File: src/rtl/fp32_add_subtract_macros.svh
// assertion macros for the single-precision adder
`ifndef FP32_ADD_SUBTRACT_MACROS_SVH
`define FP32_ADD_SUBTRACT_MACROS_SVH

// implication checked on every clock edge outside reset
`define FAS_ASSERT_IMP(label, ante, cons, msg) \
    label: assert property (@(posedge clk) disable iff (!rst_n) (ante) |-> (cons)) \
        else $error(msg);

// implication whose consequent is checked in the next cycle
`define FAS_ASSERT_NEXT(label, ante, cons, msg) \
    label: assert property (@(posedge clk) disable iff (!rst_n) (ante) |=> (cons)) \
        else $error(msg);

`endif

File: src/rtl/fas_pkg.sv
// shared types, constants and helpers for the single-precision adder
`timescale 1ns / 1ps

package fas_pkg;

    localparam int unsigned WordW = 32;
    localparam int unsigned ExpW  = 8;
    localparam int unsigned ManW  = 23;
    localparam logic [ExpW-1:0] ExpMax = 8'hFF;
    localparam logic [4:0] ShiftCap = 5'h1F;
    localparam logic [2:0] RoundTie = 3'b110;
    localparam logic [1:0] RoundHalf = 2'b10;
    localparam logic [1:0] RoundOver = 2'b11;
    localparam logic [WordW-1:0] DefaultNan = 32'hFFC0_0000;

    typedef enum logic
    {
        OP_ADD = 1'b0,
        OP_SUB = 1'b1
    } op_t;

    // front stage result handed to the back stage
    typedef struct packed
    {
        logic [25:0]     myd;
        logic [ExpW-1:0] eyd;
        logic            stck;
        logic            same;
        logic            ss;
        logic            s1;
        logic            s2;
        logic            special;
        logic [WordW-1:0] special_word;
    } fas_mid_t;

    // leading-zero count over 26 bits, 26 when all zero
    function automatic logic [4:0] lz26(input logic [25:0] v);
        logic [4:0] n;
        logic       found;
        n = 5'd26;
        found = 1'b0;
        for (int i = 25; i >= 0; i--)
        begin
            if (!found && v[i])
            begin
                n = 5'(25 - i);
                found = 1'b1;
            end
        end
        return n;
    endfunction

endpackage

File: src/rtl/fas_align.sv
// operand unpack, alignment, add/subtract and special-operand resolution
`timescale 1ns / 1ps

module fas_align
(
    input  logic                       op,
    input  logic [fas_pkg::WordW-1:0]  operand_a,
    input  logic [fas_pkg::WordW-1:0]  operand_b,
    output fas_pkg::fas_mid_t          mid
);
    import fas_pkg::*;

    logic        s1, s2;
    logic [7:0]  e1, e2, e1a, e2a, tde, es, esi;
    logic [22:0] m1, m2;
    logic [23:0] m1a, m2a, ms, mi;
    logic [8:0]  te;
    logic        b_big, sel, tstck, carry, i1, i2, nz1, nz2;
    logic [4:0]  de;
    logic [54:0] mia;
    logic [26:0] small_v, mye;
    logic        rs;
    logic [22:0] rm;

    always_comb
    begin
        s1 = operand_a[31];
        e1 = operand_a[30:23];
        m1 = operand_a[22:0];
        s2 = operand_b[31] ^ (op == OP_SUB);
        e2 = operand_b[30:23];
        m2 = operand_b[22:0];
        m1a = {(e1 != 8'd0), m1};
        m2a = {(e2 != 8'd0), m2};
        e1a = (e1 != 8'd0) ? e1 : 8'd1;
        e2a = (e2 != 8'd0) ? e2 : 8'd1;
        te = {1'b0, e1a} + {1'b0, ~e2a};
        b_big = !te[8];
        tde = b_big ? ~te[7:0] : (te[7:0] + 8'd1);
        de = (tde[7:5] != 3'd0) ? ShiftCap : tde[4:0];
        sel = (de != 5'd0) ? b_big : !(m1a > m2a);
        ms = sel ? m2a : m1a;
        mi = sel ? m1a : m2a;
        es = sel ? e2a : e1a;
        mid.ss = sel ? s2 : s1;
        mia = {mi, 31'd0} >> de;
        tstck = (mia[28:0] != 29'd0);
        small_v = {1'b0, mia[54:29]};
        mid.same = (s1 == s2);
        mye = mid.same ? ({1'b0, ms, 2'b00} + small_v) : ({1'b0, ms, 2'b00} - small_v);
        esi = es + 8'd1;
        carry = mye[26];
        mid.eyd = carry ? esi : es;
        mid.myd = carry ? ((esi == ExpMax) ? 26'h200_0000 : mye[26:1]) : mye[25:0];
        mid.stck = carry ? ((esi != ExpMax) && (tstck || mye[0])) : tstck;
        mid.s1 = s1;
        mid.s2 = s2;

        i1 = (e1 == ExpMax);
        i2 = (e2 == ExpMax);
        nz1 = (m1 != 23'd0);
        nz2 = (m2 != 23'd0);
        rs = 1'b0;
        rm = 23'd0;
        priority if (i1 && !i2)
        begin
            rs = s1; rm = {nz1, m1[21:0]};
        end
        else if (!i1 && i2)
        begin
            rs = s2; rm = {nz2, m2[21:0]};
        end
        else if (i1 && i2 && nz2)
        begin
            rs = s2; rm = {1'b1, m2[21:0]};
        end
        else if (i1 && i2 && nz1)
        begin
            rs = s1; rm = {1'b1, m1[21:0]};
        end
        else if (i1 && i2 && mid.same)
        begin
            rs = s1; rm = 23'd0;
        end
        else
        begin
            rs = DefaultNan[31]; rm = DefaultNan[22:0];
        end
        mid.special = i1 || i2;
        mid.special_word = {rs, ExpMax, rm};
    end

endmodule

File: src/rtl/fas_round.sv
// normalization, rounding and result packing
`timescale 1ns / 1ps

module fas_round
(
    input  fas_pkg::fas_mid_t          mid,
    output logic [fas_pkg::WordW-1:0]  sum_word
);
    import fas_pkg::*;

    logic [4:0]  se;
    logic [8:0]  eyf;
    logic        normal, up;
    logic [25:0] myf;
    logic [7:0]  eyr, ey, edm1;
    logic [24:0] trunc, myr;
    logic [22:0] my;
    logic        sy;

    always_comb
    begin
        se = lz26(mid.myd);
        eyf = {1'b0, mid.eyd} - {4'd0, se};
        normal = !eyf[8] && (eyf[7:0] != 8'd0);
        edm1 = mid.eyd - 8'd1;
        myf = normal ? (mid.myd << se) : (mid.myd << edm1[4:0]);
        eyr = normal ? eyf[7:0] : 8'd0;
        trunc = {1'b0, myf[25:2]};
        up = ((myf[2:0] == RoundTie) && !mid.stck)
            || ((myf[1:0] == RoundHalf) && mid.same && mid.stck)
            || (myf[1:0] == RoundOver);
        myr = up ? (trunc + 25'd1) : trunc;
        priority if (myr[24])
        begin
            ey = eyr + 8'd1; my = 23'd0;
        end
        else if (myr[23:0] != 24'd0)
        begin
            ey = eyr; my = myr[22:0];
        end
        else
        begin
            ey = 8'd0; my = 23'd0;
        end
        sy = ((ey == 8'd0) && (my == 23'd0)) ? (mid.s1 & mid.s2) : mid.ss;
        sum_word = mid.special ? mid.special_word : {sy, ey, my};
    end

endmodule

File: src/rtl/fp32_add_subtract.sv
// single-precision adder and subtracter, top level
//
// input channel: in_valid/in_stall carry op, operand_a and operand_b;
// a transaction moves when valid is high and stall is low.
// output channel: out_valid/out_stall carry sum_bits.
// op low adds, op high subtracts operand_b from operand_a.
// stages: an input register, then alignment and add logic into a middle
// register, then normalize and round into the result register (three
// register stages); throughput is one transaction per cycle when not stalled.
// a stall on the output freezes the result stage and each full stage
// directly behind it, while a stage behind a bubble still advances; the
// input stall rises only when the pipeline is full and output is stalled.
// reset clears all valid bits; data registers are not reset.
`timescale 1ns / 1ps
`include "fp32_add_subtract_macros.svh"

module fp32_add_subtract
(
    input  logic        clk,
    input  logic        rst_n,
    input  logic        in_valid,
    output logic        in_stall,
    input  logic        op,
    input  logic [31:0] operand_a,
    input  logic [31:0] operand_b,
    output logic        out_valid,
    input  logic        out_stall,
    output logic [31:0] sum_bits
);
    import fas_pkg::*;

    logic        v1_reg, v2_reg, v3_reg;
    logic        op_reg;
    logic [31:0] a_reg, b_reg, res_reg;
    fas_mid_t    mid_next, mid_reg;
    logic [31:0] sum_next;
    logic        adv3, adv2, adv1;

    assign adv3 = !v3_reg || !out_stall;
    assign adv2 = !v2_reg || adv3;
    assign adv1 = !v1_reg || adv2;
    assign in_stall = !adv1;
    assign out_valid = v3_reg;
    assign sum_bits = res_reg;

    fas_align u_align
    (
        .op        (op_reg),
        .operand_a (a_reg),
        .operand_b (b_reg),
        .mid       (mid_next)
    );

    fas_round u_round
    (
        .mid      (mid_reg),
        .sum_word (sum_next)
    );

    always_ff @(posedge clk or negedge rst_n)
    begin
        if (!rst_n)
        begin
            v1_reg <= 1'b0;
            v2_reg <= 1'b0;
            v3_reg <= 1'b0;
        end
        else
        begin
            if (adv1)
            begin
                v1_reg <= in_valid;
            end
            if (adv2)
            begin
                v2_reg <= v1_reg;
            end
            if (adv3)
            begin
                v3_reg <= v2_reg;
            end
        end
    end

    always_ff @(posedge clk)
    begin
        if (adv1 && in_valid)
        begin
            op_reg <= op;
            a_reg <= operand_a;
            b_reg <= operand_b;
        end
        if (adv2 && v1_reg)
        begin
            mid_reg <= mid_next;
        end
        if (adv3 && v2_reg)
        begin
            res_reg <= sum_next;
        end
    end

    `FAS_ASSERT_NEXT(a_out_hold, out_valid && out_stall, out_valid && $stable(sum_bits), "stalled result changed")
    `FAS_ASSERT_IMP(a_stall_full, in_stall, v1_reg && v2_reg && v3_reg && out_stall, "input stalled while pipeline has room")
    `FAS_ASSERT_NEXT(a_flow, v2_reg && !out_stall, out_valid, "middle stage lost a transaction")

endmodule
File: config.mk
export PLATFORM = sky130hd
export DESIGN_NAME = fp32_add_subtract
export DESIGN_NICKNAME = d
export VERILOG_FILES = /design/src/rtl/fas_pkg.sv /design/src/rtl/fas_align.sv /design/src/rtl/fas_round.sv /design/src/rtl/fp32_add_subtract.sv
export VERILOG_INCLUDE_DIRS = /design/src /design/src/rtl
export SDC_FILE = /design/constraint.sdc
export NUM_CORES = 1
export LEC_CHECK = 0
export ABC_AREA = 1
export BUFFER_PORTS_ARGS = -buffer_cell sky130_fd_sc_hd__buf_2
export CAP_MARGIN = 20
export CORE_ASPECT_RATIO = 0.6
export CORE_MARGIN = 3
export CORE_UTILIZATION = 30
export CTS_CLUSTER_DIAMETER = 150
export DETAILED_ROUTE_END_ITERATION = 8
export SYNTH_ARGS = -nofsm -noshare
export SYNTH_HDL_FRONTEND = slang
export SYNTH_SLANG_ARGS = --single-unit
File: constraint.sdc
create_clock -name clk -period 8.85 [get_ports clk]
set_clock_uncertainty 0.15 [all_clocks]
set_input_delay 1.77 -clock clk [delete_from_list [all_inputs] [get_ports clk]]
set_output_delay 1.77 -clock clk [all_outputs]
set_load 0.03 [all_outputs]
==> summary.md, run 1 <==
The synthesis-to-finish area growth is 23.4%, and the routed via count divided by cell count is 5.30. The maximum root-to-sink buffer count was 2; the overall routed net length was 58,100 um. From left edge to right edge, the die measures 303 um. The register with the most flip-flops in the layout has 64 of them.

The run gives 64 as the number of standard-cell rows in the floorplan. The clock latency on the worst-skew pair was 0.46 ns; the number of enable-type register cells in the synthesized netlist was 161. The number of nets in the synthesized netlist is 2,452. The distinct cell type count of the synthesized netlist is 58. Most used flip-flop cell after synthesis: sky130_fd_sc_hd__edfxtp_1. Across the run, the number of max-cap violations was 0.

The adder and majority gate portion of the synthesized area was 0.0765. Before CTS, the worst setup slack after placement is -0.139 ns. Detailed routing inserted a total of 16,874 vias. The number of global-route vias before repair is 15,096. The tools report the startpoint type of the worst setup path as a flip-flop. For the worst setup slack after layout, the log shows 0.0963 ns. The global-route usage over all layers came out at 0.203. The timing-limited maximum frequency was 114 MHz. For this block, the initial DRC count from the detailed router was 1,924.

Setup repair after global routing could not meet its margin everywhere. For this design the static power due to leakage is 8.79 nW. The pre-antenna-repair detailed-routing pass consisted of 6 iterations.

Initial antenna violation count: 0. In this run the power density over the cells is 266 nW/um^2. The ratio of final minimum period to clock period works out to 0.989.

The run gives 87,700 um as the global-route wire length before repair. The sequential cells in the finished layout cover a total of 4910 um^2. After synthesis, the mean cell area works out to 6.92 um^2. Final count of hold timing violations: 0. Largest family of logic cells by synthesized area: simple AND/OR/NAND/NOR gates.

The share of synthesized registers carrying an async set or reset was 0.0183. Critical path endpoint category: a flip-flop. Most prevalent standard cell on the critical path: sky130_fd_sc_hd__o21ai_2. At the end of routability-driven placement, the weighted congestion stood at 0.984.

Along the worst path, the maximum fanout reaches 7. The tools report the utilization of the core after routing as 0.379. The fraction of layout cells with a size suffix above 1 came out at 0.223.

The die covers 55,700 um^2. The tools report the final net count as 2,640. The logs give 0.173 mV for the worst vdd rail ir drop and 10,200 um^2 for the area occupied by multi-input gates. The fill cell total of the finished layout was 5,412; the number of routed nets with antenna violations was 0. The instance count of the mapped netlist was 2,288. The fraction of the mapped netlist area in compound gates was 0.143; the sum of negative setup slack was 0 ns.

The sum of buffers and inverters on the critical path came out at 9. Setup violations remaining at the end of the flow were counted as 0. The area share of xor/xnor cells in the synthesized design came out at 0.0315. The post-synthesis sequential area ratio was 0.310. The logs give 0.307 for the starting utilization of the core area and 0 for the number of slew-limit violations in the final report. The die is 184 um tall. After clock tree synthesis, the clock-pin slew on the worst setup and hold paths is 0.07 ns. The tools report the number of clock sinks as 164.

The tools report the arrival time of data at the critical path endpoint as 8.91 ns. The wire-length estimate of the detail-placed layout is 46,600 um. Entering global routing, the biggest net connects 66 pins. The largest stage delay on the critical path is 0.42 ns.

The multiplexer fraction of the synthesized cell area is 0.00253, and the number of hold buffers added after cts is 0. 0 antenna diodes ended up in the layout. The clock period could shrink to 8.75 ns. The placement-stage cell area is 17,600 um^2.

Global-route congestion overflow total: 0. Path type of the worst setup path: reg -> reg. The run finished with clean final reports. Dividing the detail-routed wire length by the instance count gives 18.3 um. Summing all non-filler instances in the final layout gives an area of 19,500 um^2. The relative slew slack is 0.267.

The DRC violation count after routing is 0, and the number of flip-flops and latches in the synthesized netlist is 164. The cell family contributing the most delay on the critical path is compound AO/OA/AOI/OAI gates. In this run the number of H-tree levels came out at 4. Yosys printed 0 warnings. The simple-gate area share of the yosys netlist works out to 0.341.

The type of the tightest min-delay check is reg -> reg. The tools report the TritonCTS buffer count as 17. Core area: 51,600 um^2. STA puts the critical path data required time at 9.00 ns. The synthesized netlist occupies a cell area of 15,800 um^2.

103 I/O pins were placed. For the pin with the worst max-slew slack, the measured transition is 1.09 ns. During placement, the flow inserted port buffers numbering 102. CTS placed an instance of sky130_fd_sc_hd__clkbuf_16 at the clock tree root. TritonCTS built the clock tree. On the critical path, the stage with the largest delay is an instance of sky130_fd_sc_hd__edfxtp_1.
==> cells in the mapped netlist (8+ instances only) <==
cell type | number | area, um^2
sky130_fd_sc_hd__a21oi_1 | 90 | 450
sky130_fd_sc_hd__buf_1 | 11 | 41.3
sky130_fd_sc_hd__buf_2 | 17 | 85.1
sky130_fd_sc_hd__buf_6 | 9 | 101
sky130_fd_sc_hd__clkbuf_1 | 48 | 180
sky130_fd_sc_hd__edfxtp_1 | 161 | 4830
sky130_fd_sc_hd__ha_1 | 92 | 1150
sky130_fd_sc_hd__inv_1 | 259 | 972
sky130_fd_sc_hd__inv_2 | 21 | 78.8
sky130_fd_sc_hd__nand2_1 | 600 | 2250
sky130_fd_sc_hd__nand2_2 | 11 | 68.8
sky130_fd_sc_hd__nand3_1 | 268 | 1340
sky130_fd_sc_hd__nand3_2 | 17 | 170
sky130_fd_sc_hd__nand4_1 | 45 | 282
sky130_fd_sc_hd__nor2_1 | 141 | 529
sky130_fd_sc_hd__nor2_2 | 32 | 200
sky130_fd_sc_hd__nor2_4 | 8 | 90.1
sky130_fd_sc_hd__nor3_1 | 17 | 85.1
sky130_fd_sc_hd__nor4_1 | 16 | 100
sky130_fd_sc_hd__o21ai_0 | 186 | 931
sky130_fd_sc_hd__o21ai_1 | 44 | 220
sky130_fd_sc_hd__o21bai_1 | 9 | 67.6
sky130_fd_sc_hd__o22ai_1 | 33 | 206
sky130_fd_sc_hd__or2_2 | 11 | 68.8
sky130_fd_sc_hd__xnor2_1 | 12 | 105
sky130_fd_sc_hd__xor2_1 | 45 | 394
==> stage by stage <==
| step | hold WS (ns) | instances | power, mW |
|---|---|---|---|
| 3_3_place_gp | 0.318 | 3096 | 3.96 |
| 5_1_grt | 0.366 | 3182 | 5.56 |
| 6_report | 0.341 | 3182 | 5.19 |
| 3_5_place_dp | 0.330 | 3096 | 3.97 |
| 4_1_cts | 0.349 | 3129 | 4.81 |
| 2_1_floorplan | 0.283 | 2288 | 3.04 |
==> logic make-up after synthesis <==
| kind of cell | count (synthesis) |
|---|---|
| adder cells (fa/ha/maj) | 95 |
| XOR/XNOR | 57 |
| AO/OA/AOI/OAI | 410 |
| buffers and inverters | 373 |
| flip-flops | 164 |
| AND/OR/NAND/NOR | 1185 |
| multiplexers | 4 |
==> cells in the final DEF (no fill, tap or decap), types with 5 or more instances in the layout <==
| cell type | instances |
|---|---|
| sky130_fd_sc_hd__o21ai_4 | 6 |
| sky130_fd_sc_hd__or2_2 | 10 |
| sky130_fd_sc_hd__nor4_1 | 13 |
| sky130_fd_sc_hd__nor2_4 | 12 |
| sky130_fd_sc_hd__nand2_4 | 9 |
| sky130_fd_sc_hd__o21ai_2 | 67 |
| sky130_fd_sc_hd__nand3_1 | 259 |
| sky130_fd_sc_hd__buf_6 | 11 |
| sky130_fd_sc_hd__a21oi_2 | 7 |
| sky130_fd_sc_hd__nand3_2 | 25 |
| sky130_fd_sc_hd__nand4_2 | 6 |
| sky130_fd_sc_hd__nand2_1 | 577 |
| sky130_fd_sc_hd__buf_2 | 103 |
| sky130_fd_sc_hd__buf_4 | 131 |
| sky130_fd_sc_hd__inv_1 | 252 |
| sky130_fd_sc_hd__o211ai_1 | 7 |
| sky130_fd_sc_hd__nand4_1 | 45 |
| sky130_fd_sc_hd__xor2_1 | 44 |
| sky130_fd_sc_hd__edfxtp_1 | 161 |
| sky130_fd_sc_hd__a31oi_1 | 6 |
| sky130_fd_sc_hd__xnor2_1 | 11 |
| sky130_fd_sc_hd__o21bai_1 | 8 |
| sky130_fd_sc_hd__nor2_2 | 31 |
| sky130_fd_sc_hd__o22ai_1 | 29 |
| sky130_fd_sc_hd__ha_1 | 86 |
| sky130_fd_sc_hd__nor2_1 | 138 |
| sky130_fd_sc_hd__o21ai_0 | 116 |
| sky130_fd_sc_hd__o21ai_1 | 47 |
| sky130_fd_sc_hd__nand2_2 | 25 |
| sky130_fd_sc_hd__clkbuf_16 | 23 |
| sky130_fd_sc_hd__nor3_1 | 17 |
| sky130_fd_sc_hd__a21oi_1 | 82 |
| sky130_fd_sc_hd__ha_4 | 5 |
| sky130_fd_sc_hd__inv_2 | 26 |
==> layout make-up <==
type,instances,share of cell area
multi-input cells,1754,0.522
flip-flops and latches,164,0.251
repair buffers,257,0.0957
inverters,281,0.0543
well taps,693,0.0444
clock buffers,17,0.0218
clock inverters,15,0.0106
repair inverters,1,0.000256
==> timing repair <==
item,CTS,global route
cloned,0,13
pin swaps,3,71
resized for setup,15,247
endpoints found under the setup margin,30,36
setup buffers,1,40
==> worst register-to-register path: cells and delay by family (launching register included) <==
kind | cells | cell delay, ns
buffers and inverters | 9 | 1.16
AND/OR/NAND/NOR | 22 | 2.54
adder cells (fa/ha/maj) | 3 | 0.73
AO/OA/AOI/OAI | 23 | 3.14
flip-flops | 1 | 0.42
XOR/XNOR | 2 | 0.46
==> final timing paths <==
path,startpoint,to,slack (ns),cells past startpoint
worst max register to register,a_reg[29],mid_reg[63],0.1,59
worst min-delay path,v1_reg,v2_reg,0.34,2
worst max-delay path,a_reg[29],mid_reg[63],0.1,59
worst min register to register,v1_reg,v2_reg,0.34,2
min in group asynchronous,rst_n,v2_reg,0.94,1
max in group asynchronous,rst_n,v1_reg,7.50,1
==> per-layer routing <==
layer | global-route usage | share of wire
met1 | 0.331 | 0.52
met5 | 0 | 0
met3 | 0.0487 | 0.092
met2 | 0.259 | 0.37
met4 | 0.0441 | 0.019
==> power by group <==
part / leakage, nW / total (mW) / internal [mW] / switching [mW]
Combinational: 6.89 / 3.28 / 1.05 / 2.23
Clock: 0.309 / 0.802 / 0.434 / 0.368
Sequential: 1.59 / 1.11 / 1.03 / 0.0860
Power figures use the tool's default switching activity.
==> inputs of run 2 (changes only) <==
--- a/config.mk
+++ b/config.mk
@@ -16,4 +16,5 @@
 export DETAILED_ROUTE_END_ITERATION = 8
 export SYNTH_ARGS = -nofsm -noshare
 export SYNTH_HDL_FRONTEND = slang
+export SYNTH_HIERARCHICAL = 1
 export SYNTH_SLANG_ARGS = --single-unit
==> summary.md, run 2 <==
The core area was 56,100 um^2; the largest stage delay on the critical path was 0.48 ns. Fraction of layout cells with a size suffix above 1: 0.154. The critical path ends at sum_bits[31]. The post-DP HPWL was 50,100 um. For this design, the slowest cell found on the critical path is sky130_fd_sc_hd__o21ai_0. The number of hold buffers added after CTS was 0. The tools report the number of routed nets with antenna violations as 0. The overall routed net length was 63,400 um; the maximum number of pins on one net before global-route repair was 73. For the fill cell total of the finished layout, the log shows 6,003. The worst-case IR drop observed on VDD is 0.161 mV. Counting distinct cell types in the post-synthesis netlist gives 67. The maximum root-to-sink buffer count was 2; the number of iterations in the first detailed-routing pass was 7. Counting instances in the post-synthesis netlist gives the leading cell types as sky130_fd_sc_hd__nand2_1, sky130_fd_sc_hd__nand3_1, sky130_fd_sc_hd__inv_1. Hold is met by 0.367 ns. The critical path endpoint category is a flip-flop. By area the synthesized netlist is led by sky130_fd_sc_hd__edfxtp_1, sky130_fd_sc_hd__nand2_1, sky130_fd_sc_hd__nand3_1. Timing analysis after detailed placement gives a worst setup slack of -0.0371 ns.

For the number of slew-limit violations in the final report, the log shows 0. The run gives 0 as the final count of hold timing violations. Dividing the detail-routed via count by the number of cells gives 5.32. In the final routed layout, each cell accounts on average for 18.6 um. STA puts the critical path data required time at 8.89 ns. The number of DRC markers in iteration 0 was 2,609.

A synthesized cell averages 6.81 um^2. In this run the clock root is driven by a sky130_fd_sc_hd__clkbuf_16. The congestion estimate from routability-driven global placement came to 1.01.

The number of violations of the max-capacitance limit is 0, and the slew at the pin with the worst max-slew slack is 1.04 ns. In this run the number of H-tree levels came out at 4. The library cells used most frequently in the layout, excluding fill and tap cells, are sky130_fd_sc_hd__nand2_1, sky130_fd_sc_hd__nand3_1, sky130_fd_sc_hd__inv_1. Timing startpoint of the critical path: mid_reg[70].

The worst register-to-register path begins at mid_reg[70]. The tools report the post-synthesis sequential area ratio as 0.301. The area share of the largest cell type after synthesis was 0.297; the number of enable-type register cells in the synthesized netlist was 169. For the worst-skew pair, the clock arrives at the later sink with an insertion delay of 0.47 ns.

The logs give 0.44 ns for the slack of the worst reg-to-reg path and 18,100 for the via count of the routed design. With fillers left out, the area of the finished cells amounts to 19,700 um^2. The run gives 0.298 as the relative slew slack. The flow ran to the end, and the final reports show no timing, DRC or antenna violations. The register with the most flip-flops in the layout has 72 of them. The ratio of final minimum period to clock period works out to 0.950. The power per unit of standard cell area is 244 nW/um^2.

Clock tree synthesis inserted a total of 17 buffers. For this run, design rule violations remaining after detail routing come to 0. Final critical path time including I/O delays and setup: 8.41 ns. The path type of the worst setup path is reg -> reg.

Counting every instance in the synthesized netlist gives 2,514. The share of synthesized registers carrying an async set or reset is 0.0174, and the vertical die dimension is 191 um. Once placement finished, the instance area stood at 18,400 um^2. The storage element area came out at 5150 um^2.

The initialized floorplan defines 67 standard-cell rows. The tools report the beginning of the worst hold path as v1_reg. The initial antenna violation count was 1. By instance count, the cell type seen most on the critical path is sky130_fd_sc_hd__nand2_1. For this run, the top clock speed supported by timing is 119 MHz. The run gives 0.0912 as the met3 track demand over resource in global routing.

For the number of global-route vias before repair, the log shows 15,758. After clock tree synthesis, the clock-pin slew on the worst setup and hold paths is 0.09 ns. Setup violations remaining at the end of the flow were counted as 0.

The library cell used most frequently in the layout, excluding fill and tap cells, is sky130_fd_sc_hd__nand2_1. The min-delay analysis places its worst path in the category reg -> reg. The met2 usage in global routing is 0.245. Global-route usage over all layers: 0.203. For this run, the leading register cell type out of synthesis is sky130_fd_sc_hd__edfxtp_1. For the worst flop-to-flop path, the logic depth is 49.

After global routing, the most crowded layer is met1. The number of antenna diodes in the final layout is 0. Endpoint of the lowest-slack register-to-register path: sum_bits[31].

The number of buffers added on ports is 102, and the instance count along the most critical hold path is 2. The die is 314 um wide. The library cell with the largest summed area after synthesis was sky130_fd_sc_hd__edfxtp_1. For the global-route congestion overflow total, the log shows 0. Summing every instance area after synthesis gives 17,100 um^2.

For this design the top-level I/O count stands at 103. The global-route track usage on met1 was 0.317; the synthesis-to-finish area growth was 15.1%. Data on the critical path arrives at its endpoint at 8.45 ns. For this run, the post-layout net count is 2,797.

The run gives 6 as the count of yosys warnings during synthesis. The tools report the die area as 60,000 um^2. Setup slack closes at 0.441 ns.

In the post-synthesis netlist, the cell with the most instances is sky130_fd_sc_hd__nand2_1. The number of flip-flops and latches in the synthesized netlist works out to 172. The maximum fanout encountered on the critical timing path is 18, and the number of clock sinks is 172. The area occupied by multi-input gates is 10,600 um^2. The worst setup path is launched from a flip-flop. The first global-routing pass estimated 93,900 um of wire. For this design the static power due to leakage is 8.89 nW. The starting utilization of the core area is 0.305.

TritonCTS built the clock tree.
-- run 2: changes by cell type after synthesis, moves of 11 or more --
cell / change
sky130_fd_sc_hd__buf_4: +11
sky130_fd_sc_hd__nand2_1: +71
sky130_fd_sc_hd__nand2_2: +18
sky130_fd_sc_hd__nand3_1: +154
sky130_fd_sc_hd__nor2_1: +40
sky130_fd_sc_hd__o21ai_0: -41
sky130_fd_sc_hd__o21ai_1: -26
sky130_fd_sc_hd__xor2_1: -17
-- run 2: worst max-delay path: cells and delay by family, from the launching register on --
| family | cells | cell delay, ns |
|---|---|---|
| and+or+nand+nor | 37 | 5.02 |
| AOI/OAI and AO/OA | 5 | 1.07 |
| adders and majority gates | 2 | 0.61 |
| buffers and inverters | 4 | 0.60 |
| DFF | 1 | 0.46 |
| xor gates and xnor gates | 1 | 0.22 |
-- run 2: where the power goes --
group	leakage (nW)	switching (mW)	internal, mW	total (mW)
sequential	1.67	0.0888	1.06	1.15
combinational	6.94	2.05	0.818	2.87
clock	0.285	0.359	0.428	0.788
total	8.89	2.50	2.31	4.81
-- run 2: how the worst min path moves through the flow --
| stage | endpoint | slack (ns) |
|---|---|---|
| after floorplan | out_valid | 0.32 |
| after global placement | v2_reg | 0.34 |
| after detailed placement | v2_reg | 0.35 |
| after CTS | v2_reg | 0.36 |
| after global routing | mid_reg[34] | 0.39 |
| final | v2_reg | 0.37 |
-- run 2: logic make-up after synthesis --
| group | after synthesis | share of synthesized area |
|---|---|---|
| AO/OA/AOI/OAI | 336 | 0.110 |
| adder cells (fa/ha/maj) | 95 | 0.0708 |
| AND/OR/NAND/NOR | 1470 | 0.397 |
| XOR/XNOR | 37 | 0.0189 |
| flip-flops | 172 | 0.301 |
| multiplexers | 2 | 0.00117 |
| buffers and inverters | 401 | 0.101 |
| other | 1 | 0.000219 |
-- run 2: repair_timing --
action | in CTS | in global routing
gates resized for setup | 1 | 66
setup buffers | 0 | 40
cloned | 0 | 6
setup endpoints to repair | 1 | 47
pin swaps | 0 | 20
-- run 2: through the flow --
| stage | instances | setup TNS (ns) | power (mW) | utilization |
|---|---|---|---|---|
| 2_1_floorplan | 2521 | 0 | 3.02 | - |
| 3_3_place_gp | 3321 | 0 | 3.79 | 0.328 |
| 3_5_place_dp | 3322 | -0.0371 | 3.77 | 0.328 |
| 4_1_cts | 3354 | 0 | 4.59 | 0.339 |
| 5_1_grt | 3405 | -0.136 | 5.14 | 0.351 |
| 6_report | 3405 | 0 | 4.81 | 0.351 |
-- run 2: final cells by class --
cell class,count,area share
clock buffers,18,0.0218
clock inverters,14,0.00927
inverters,291,0.0560
multi-input cells,1954,0.538
flip-flops and latches,172,0.261
well taps,759,0.0482
repair buffers,197,0.0650
-- run 2: per-layer routing --
metal	vias to the layer above	part of all wire
met4	4	0.013
li1	8691	-
met5	-	0.0039
met2	1041	0.35
met3	68	0.15
met1	8296	0.49
==> inputs of run 3 (changes only) <==
--- a/config.mk
+++ b/config.mk
@@ -9,11 +9,12 @@
 export ABC_AREA = 1
 export BUFFER_PORTS_ARGS = -buffer_cell sky130_fd_sc_hd__buf_2
 export CAP_MARGIN = 20
-export CORE_ASPECT_RATIO = 0.6
+export CORE_ASPECT_RATIO = 1.2
 export CORE_MARGIN = 3
 export CORE_UTILIZATION = 30
 export CTS_CLUSTER_DIAMETER = 150
 export DETAILED_ROUTE_END_ITERATION = 8
+export REMOVE_ABC_BUFFERS = 1
 export SYNTH_ARGS = -nofsm -noshare
 export SYNTH_HDL_FRONTEND = slang
 export SYNTH_HIERARCHICAL = 1
==> summary.md, run 3 (synthesis results as in run 2) <==
The run finished with clean final reports. The ratio of final minimum period to clock period works out to 0.931. Number of clock sinks: 172. OpenSTA, run right after detailed placement, puts the worst setup slack at 0.226 ns.

Relative slew slack: 0.357. For this block, the initial DRC count from the detailed router was 1,439. By startpoint and endpoint, the worst setup path is classified as reg -> reg.

The maximum number of pins on one net before global-route repair was 73. The TritonCTS buffer count is 17, and the routed wirelength normalized by instance count is 17.0 um. The library cell used most frequently in the layout, excluding fill and tap cells, is sky130_fd_sc_hd__nand2_1.

The tools report the final net count as 2,765. The tools report the global-route usage over all layers as 0.185. The path class of the tightest hold or removal check is reg -> reg. For the pin with the worst max-slew slack, the measured transition is 0.955 ns. The startpoint type of the worst setup path is a flip-flop. Clock tree synthesis selected as its root buffer the cell sky130_fd_sc_hd__clkbuf_16.

The detailed router placed 17,215 vias in this run. The number of slew-limit violations in the final report came out at 0. The critical path endpoint category was a flip-flop. Using the TritonRoute via totals, the vias-per-cell ratio works out to 5.15.

Synthesis-to-finish area growth: 12.5%. The tools report the overall routed net length as 56,900 um. The tools report the final antenna diode count as 0. Setup repair after global routing could not meet its margin everywhere. The post-DP HPWL is 45,600 um, and the final count of hold timing violations is 0. Across all hold checks on the routed design, the worst slack comes to 0.365 ns. For the finished layout, the period the worst path requires is 8.24 ns. The congestion estimate from routability-driven global placement came to 0.961. The clock latency on the worst-skew pair came out at 0.49 ns.

The total overflow left after global routing is 0. The starting utilization of the core area was 0.304. Maximum fanout encountered on the critical timing path: 31.

The utilization of the core after routing is 0.342, and the chip width is 224 um. Excluding fillers, the count of instances in the completed layout stands at 3,341. The run gives 87,100 um as the global-route wire length before repair. The slowest stage of the critical path is the sky130_fd_sc_hd__edfxtp_1 cell. Once placement finished, the instance area stood at 18,300 um^2.

At the worst endpoint, the arrival time is 8.33 ns. The finished cells cover 19,200 um^2. Setup violations remaining at the end of the flow were counted as 0. The vertical die dimension is 268 um, and the worst setup slack after layout is 0.608 ns. The fraction of layout cells with a size suffix above 1 was 0.138; the number of iterations in the first detailed-routing pass was 6.

Summing internal, switching and leakage power gives 4.55 mW. The critical path required time was 8.93 ns; the static power due to leakage was 8.69 nW. The logs give 15,826 for the number of global-route vias before repair and 95 for the number of standard-cell rows in the floorplan. The largest stage delay on the critical path works out to 0.48 ns. The floorplan step defined a core boundary enclosing 56,200 um^2.

The number of flip-flops in the largest register came out at 72. The die covers 60,000 um^2. The initial antenna violation count is 0, and the clock-pin slew on the worst setup and hold paths is 0.07 ns. The tools report the timing-limited maximum frequency as 121 MHz. Number of routed nets with antenna violations: 0. The maximum root-to-sink buffer count was 2; the number of ports placed on the die boundary was 103. The most prevalent standard cell on the critical path was sky130_fd_sc_hd__nand4_1. The top cell types in the final layout, fill and taps aside, are sky130_fd_sc_hd__nand2_1, sky130_fd_sc_hd__nand3_1, sky130_fd_sc_hd__inv_1.

Counting tap cells, the placed design contains a total of 3,282 instances. The number of violations of the max-capacitance limit came out at 0. The logs give 4 for the H-tree level count and 0 for the DRC violation count after routing.

The power per unit of standard cell area works out to 236 nW/um^2. During placement, the flow inserted port buffers numbering 102. TritonCTS built the clock tree. Worst vdd rail ir drop: 0.157 mV. The sum of negative setup slack came out at 0 ns.
run 3: changes by cell type in the layout (fill, tap and decap cells not counted), sizes merged, moves of 2 or more:
cell,before,now
clkinv,9,14
buf,194,168
clkinvlp,4,1
clkbuf,21,18
bufinv,2,0
nand2,708,706
run 3: routing by layer:
metal | GRT usage | share of wire | wire, um
met3 | 0.0242 | 0.046 | 2640
met5 | 0 | 0 | 0
met1 | 0.225 | 0.41 | 23500
met4 | 0.0702 | 0.035 | 2000
met2 | 0.331 | 0.51 | 28800
run 3: worst paths after layout:
check	startpoint	endpoint	slack, ns	depth (start not counted)
min in group asynchronous	rst_n	out_valid	0.93	1
min	v1_reg	v2_reg	0.36	2
min reg2reg	v1_reg	v2_reg	0.36	2
max in group asynchronous	rst_n	v2_reg	7.51	1
max reg2reg	mid_reg[70]	sum_bits[31]	0.61	40
max	mid_reg[70]	sum_bits[31]	0.61	40
run 3: worst max-delay path, delay by kind of cell (launching register included):
family / cells / cell delay [ns]
AOI/OAI and AO/OA: 6 / 1.20
xor gates and xnor gates: 2 / 0.52
adders and majority gates: 2 / 0.58
buffers and inverters: 4 / 0.66
DFF: 1 / 0.48
and+or+nand+nor: 26 / 4.36
run 3: area by class of cell:
cell class,instances,area [um^2]
Sequential cell,172,5150
Clock inverter,14,151
Tap cell,727,910
Timing Repair Buffer,168,1030
Clock buffer,18,429
Inverter,291,1100
Multi-Input combinational cell,1951,10500
Fill cell,6064,37000
run 3: where the power goes:
part	internal [mW]	total [mW]	switching (mW)
logic	0.767	2.64	1.87
clock network	0.375	0.756	0.381
registers	1.06	1.16	0.0924
total	2.21	4.55	2.34
run 3: timing repair:
item | in CTS | in global routing
endpoints found under the setup margin | 0 | 50
hold buffers | 0 | 0
setup buffers | 0 | 24
resized for setup | 0 | 39
